==> src/rtl/icb_pkg.sv <==
package icb_pkg;

  localparam int unsigned PALETTE_SIZE = 256;
  localparam int unsigned CHANNEL_BITS = 5;
  localparam int unsigned BLEND_SHIFT  = 8;

  localparam int unsigned IDX_W      = 8;
  localparam int unsigned LEVEL_W    = 8;
  localparam int unsigned COLOR_W    = 3 * LEVEL_W;
  localparam int unsigned FACTOR_W   = 9;
  localparam int unsigned INV_ADDR_W = 15;
  localparam int unsigned APB_AW     = 3;
  localparam int unsigned APB_DW     = 32;

  localparam logic [FACTOR_W-1:0] FACTOR_RESET = 9'd128;

  typedef enum logic [1:0] {
    CMD_PAL_WR = 2'd0,
    CMD_INV_WR = 2'd1,
    CMD_BLEND  = 2'd2
  } cmd_e;

  typedef enum logic {
    REG_BLEND_FACTOR = 1'b0
  } reg_e;

  typedef struct packed {
    logic             blend;
    logic             inv_wr;
    logic             bypass;
    logic [IDX_W-1:0] idx;
  } ctl_t;

endpackage

==> src/rtl/icb_mix.sv <==
module icb_mix #(
  parameter int unsigned CHANNEL_BITS = icb_pkg::CHANNEL_BITS,
  parameter int unsigned BLEND_SHIFT  = icb_pkg::BLEND_SHIFT
) (
  input  logic                          clk_i,
  input  logic [icb_pkg::COLOR_W-1:0]   color_a_i,
  input  logic [icb_pkg::COLOR_W-1:0]   color_b_i,
  input  logic [icb_pkg::FACTOR_W-1:0]  factor_i,
  output logic [3*CHANNEL_BITS-1:0]     addr_o
);

  localparam int unsigned FW   = BLEND_SHIFT + 1;
  localparam int unsigned PW   = icb_pkg::LEVEL_W + FW;
  localparam int unsigned SW   = PW + 1;
  localparam int unsigned FULL = 1 << BLEND_SHIFT;
  localparam int unsigned TOP  = BLEND_SHIFT + icb_pkg::LEVEL_W - 1;

  logic [FW-1:0] f_sat;
  logic [FW-1:0] f_bar;
  logic [PW-1:0] pa_q [3];
  logic [PW-1:0] pb_q [3];

  // weight saturates at full scale
  always_comb begin
    if (32'(factor_i) > FULL) begin
      f_sat = FW'(FULL);
    end else begin
      f_sat = FW'(factor_i);
    end
    f_bar = FW'(FULL) - f_sat;
  end

  for (genvar n = 0; n < 3; n++) begin : g_ch
    logic [SW-1:0] sum;

    always_ff @(posedge clk_i) begin
      pa_q[n] <= PW'(color_a_i[n*icb_pkg::LEVEL_W +: icb_pkg::LEVEL_W]) * PW'(f_bar);
      pb_q[n] <= PW'(color_b_i[n*icb_pkg::LEVEL_W +: icb_pkg::LEVEL_W]) * PW'(f_sat);
    end

    assign sum = SW'(pa_q[n]) + SW'(pb_q[n]);
    assign addr_o[n*CHANNEL_BITS +: CHANNEL_BITS] = sum[TOP -: CHANNEL_BITS];
  end

endmodule

==> config.mk <==
export PLATFORM = sky130hd
export DESIGN_NAME = icb_mix
export DESIGN_NICKNAME = d
export VERILOG_FILES = /design/src/rtl/icb_pkg.sv /design/src/rtl/icb_mix.sv
export SDC_FILE = /design/constraint.sdc
export NUM_CORES = 1
export LEC_CHECK = 0
export BUFFER_PORTS_ARGS = -buffer_cell sky130_fd_sc_hd__buf_4
export CAP_MARGIN = 20
export CELL_PAD_IN_SITES_DETAIL_PLACEMENT = 2
export CELL_PAD_IN_SITES_GLOBAL_PLACEMENT = 2
export CORE_MARGIN = 3
export CORE_UTILIZATION = 37
export CTS_BUF_LIST = sky130_fd_sc_hd__clkbuf_16
export DETAILED_ROUTE_END_ITERATION = 8
export PLACE_DENSITY = 0.81
export REMOVE_ABC_BUFFERS = 1
export SLEW_MARGIN = 10
export SYNTH_ARGS = -nofsm -noshare
export SYNTH_HDL_FRONTEND = slang
export SYNTH_SLANG_ARGS = --single-unit
export TNS_END_PERCENT = 20
==> constraint.sdc <==
create_clock -name clk_i -period 6.3 [get_ports clk_i]
set_clock_uncertainty 0.2 [all_clocks]
set_input_delay 0.945 -clock clk_i [delete_from_list [all_inputs] [get_ports clk_i]]
set_output_delay 0.945 -clock clk_i [all_outputs]
set_load 0.02 [all_outputs]
Word-level counts from Yosys, hierarchy flattened
Memory sizes are Yosys's and may differ from the RTL's.
Cells that the tools add are included.
{"block": "totals", "register_bits": 0, "mem_bits_rw": 102, "in_bits": 58, "output_inout_bits": 15, "wordCells": 14, "memories": 2}
{"block": "op_classes", "add_sub_neg": 4, "n_mul": 6, "order_cmp": 1, "muxes": 1}
{"name": "pa_q", "words": 3, "width": 17, "read_ports": 3, "rd_clocked_by_memory_dff": 0, "write_ports": 3, "line_no": "icb_mix.sv:20", "text": "logic [PW-1:0] pa_q [3];"}
{"name": "pb_q", "words": 3, "width": 17, "read_ports": 3, "rd_clocked_by_memory_dff": 0, "write_ports": 3, "line_no": "icb_mix.sv:21", "text": "logic [PW-1:0] pb_q [3];"}
{"operator": "8-bit by 9-bit multiplier with 17-bit output", "n": 6}
{"operator": "16-bit adder", "n": 3}
{"operator": "9-bit greater-than comparator (second input constant)", "n": 1}
{"operator": "9-bit two-way mux", "n": 1}
{"operator": "9-bit subtractor (first input constant)", "n": 1}

Depth between registers and ports, before layout
{"block": "depth", "ltp_word": 4, "ltp_mapped": 24, "depth_no_buf": 21}

Least setup slack after synthesis
Ideal clock, no wire load.
{"block": "synth_path", "path_type": "input to register", "start": "input port factor_i[0] (netlist bit)", "end": "memory pa_q[0][49] (netlist bit)", "arrival_time_ps": 6337, "slack_ps": -355, "path_stages": 23, "cell_sequence": "nor2b_1 -> clkbuf_1 -> clkbuf_1 -> inv_1 -> ha_1 -> nand2_1 -> xor2_1 -> clkbuf_1 -> nand2_1 -> fa_1 -> fa_1 -> inv_1 -> fa_1 -> inv_1 -> fa_1 -> inv_1 -> ha_1 -> o21a_1 -> o31a_1 -> or4_1 -> a221o_1 -> o31a_1 -> xnor2_1"}
{"item": "start, declared", "line_no": "icb_mix.sv:8", "text": "input logic [icb_pkg::FACTOR_W-1:0] factor_i,"}
{"item": "end, declared", "line_no": "icb_mix.sv:20"}

==> impl_results.md <==
- Site Rows: 77
- Largest net degree at the start of global routing: 49
- Core area: around 0.045 mm²
- 1st-iter DRT viols: around 340
- DIE WIDTH: roughly 220 µm
- Fillcell total: 4,949
- Top cells by count, synth: 315 x inv_1, 300 x and2_1, 253 x ha_1
- Critical Path AT: between 6 and 7 ns
- Final worst slack: between 0.2 and 0.25 ns
- Adder-cell share of the synthesized area: between 40% and 50%
- FF/Latch Area: 0.00192 mm²
- Final Max Tran Viols: 0
- Asr flop ratio synth: 0%
- Leak pwr: 9.62 nW
- Post-synthesis sequential area ratio: 11.5%
- Post-route DRC: 0
- Finished Cell Area: between 0.015 and 0.02 mm²
- Syn Area/Cell: around 9.1 µm²
- Outcome: complete, no violations
- Clock Path Buffers: 2
- Final Hold Vio Count: 0
- Yosys top cell area share: between 20% and 30%
- Hold WS: around 0.69 ns
- Vias in the first global route: 15,979
- Largest family of logic cells by synthesized area: adder cells
- TritonCTS clock tree: built
- Final worst path period share: a little over nine tenths
- Die H: approximately 220 µm
- XOR/XNOR share of the synthesized area: 5.43%
- Setup TNS: 0 ns
- CTS hold repair buffers: 0
- Power per cell area: between 300 and 400 mW/mm²
- RSZ-0062 raised after global routing: false
- Syn Std Cell Area: about 0.017 mm²
- Overall Power: 7.17 mW
- Fmax: about 160 MHz
- Post-DP HPWL: around 41,000 µm
- # IOs: 73
- Post-Place Cell Area: ~0.018 mm²
- Post-DRT Antenna Nets: 0
- Initial antenna violation count: 0
- Global-route usage over all layers: around 22%
- First-pass GRT wire length: about 84,000 µm
- Compound-Gate Fraction of Synth Area: roughly 7.7%
- Num CTS Buffers: 9
- Grt total ovfl: 0
- Peak VDD IR: around 0.57 mV
- Post-CTS Setup Bufs: 0
- Startpoint types: input port
- Worst-path maximum fanout: 16
- Hold/Removal Path Class: input port to flip-flop
- Mux cell area share after synthesis: 0%
- EDFF count, synth: 0
- Pre-CTS setup slack: -0.287 ns
- Synthesized instance count: ~1,800
- Max Cap Viol: 0
- Yosys warns: 0
- Clk root buf: clkbuf_16
- Vias: roughly 13,000
- Setup-failing EPs final: 0
- Kind of critical path: input port to flip-flop
- Avg WL per Cell: approximately 20 µm
- Top-count cell post-synth: inv_1
- Reg clk slew, reported paths: approximately 0.070 ns
- Slew headroom: ~43%
- Synth top area cells: fa_1 29%, ha_1 19%, dfxtp_1 11%, and2_1 11%, inv_1 7.1%
- Distinct cells, synth: just over 50
- Area leader, netlist: fa_1
- Final Net Count: ~2,500
- Worst Path Required: ~6.4 ns
- DR vias/cell: slightly above 5
- Synth Area in Simple Gates: a little under a fifth
- Ratio of cells with drive above 1 in the final layout: under 10%
- Number of port buffers: between 70 and 80
- Pre-Repair DR Iteration Count: 5
- Worst Setup End Kind: flip-flop
- Worst slew pin tran: approximately 0.85 ns
- Flops & latches, synth: between 90 and 100
- Post-synth top flop: dfxtp_1
- GPL Wtd Cong: 0.794
- Period minus WS final: just over 6 ns
- Starting Density: a little under two fifths
- H-tree Lvls: 3
- Die ar.: 0.0479 mm²
- Clock sink count: 96
- Layout area overhead: 11.6%
- Area of the multi-input gates: 0.0136 mm²
- Antenna cells: 0
- Final WL: 50,500 µm
## registers in the layout (all words and copies together), names as in the netlist
| name | count |
|---|---|
| pa_q | 48 |
| pb_q | 48 |
## critical path, cell delays in order
cell and delay, ns:
buf_4 0.11, nor2b_2 0.16, inv_1 0.07, ha_2 0.31
nand2_1 0.13, xor2_1 0.21, buf_6 0.22, nand2_1 0.11
fa_1 0.51, fa_1 0.55, inv_1 0.06, fa_1 0.48
inv_1 0.05, fa_1 0.48, inv_1 0.06, ha_1 0.30
o21a_1 0.13, o31a_1 0.11, or4_1 0.42, a221o_1 0.34
o31a_1 0.26, xnor2_1 0.12
## logic make-up (layout without fill, tap and decap cells)
kind of cell	Yosys count	count (layout)
AND/OR/NAND/NOR	591	591
adder cells (fa/ha/maj)	499	499
AO/OA/AOI/OAI	196	196
buffers and inverters	361	462
XOR/XNOR	104	104
flip-flops	96	96
## report_power, final
part | internal, mW | switching (mW)
sequential | 0.896 | 0.126
clock | 0.276 | 0.273
combinational | 2.46 | 3.14
## layout by cell type (no fill, tap or decap), types with 3 or more instances in the layout
cell type | netlist | final
nor3_1 | 14 | 14
nand2b_1 | 14 | 14
nor4_1 | 5 | 5
a221o_1 | 4 | 4
inv_1 | 315 | 315
dfxtp_1 | 96 | 96
o21a_1 | 20 | 20
nor2b_1 | 44 | 36
a31oi_1 | 4 | 4
a211o_1 | 6 | 6
o21ai_0 | 25 | 25
o21ai_1 | 14 | 13
a21oi_1 | 60 | 59
a2111o_1 | 3 | 3
ha_1 | 253 | 252
a31o_1 | 3 | 3
nand2_1 | 144 | 144
nor2b_2 | 0 | 7
o31a_1 | 6 | 6
buf_4 | 0 | 128
a21o_1 | 20 | 20
xor2_1 | 32 | 32
xnor2_1 | 72 | 69
fa_1 | 246 | 246
o211ai_1 | 5 | 5
a311oi_1 | 3 | 3
nor2_1 | 48 | 48
and2_1 | 300 | 300
o22ai_1 | 3 | 3
clkbuf_16 | 0 | 9
nand3_1 | 11 | 11
nand4_1 | 4 | 4
## per-layer routing
metal  share of wire [%]  GRT usage, %
met5                   0             0
met4                 2.4          5.42
met2                  57          44.9
met3                 2.2          2.45
met1                  39          23.9
## worst paths after layout
| check | startpoint | end | slack (ns) | cells after the start |
|---|---|---|---|---|
| worst max-delay path | factor_i[1] | pa_q[0][49]$_DFF_P_ | 0.23 | 22 |
| worst min-delay path | color_b_i[16] | pb_q[0][34]$_DFF_P_ | 0.69 | 2 |
## timing repair
item,4_1_cts,5_1_grt
endpoints found under the setup margin,0,6
resized for setup,0,5
endpoints found under the hold margin,0,0
## per-stage QoR
step / std cells / util [%]
final: 2540 / 42.0
after global routing: 2540 / 42.0
after CTS: 2540 / 42.0
after detailed placement: 2524 / 41.3
after global placement: 2524 / 41.3
after floorplan: 1801 / -
## final cells by class
class,count,share of cell area (%)
Multi-Input combinational cell,1390,72.5
Timing Repair Buffer,131,5.41
Clock buffer,9,1.20
Tap cell,592,3.96
Clock inverter,7,0.348
Sequential cell,96,10.3
Inverter,315,6.32
Power figures use the tool's default switching activity.
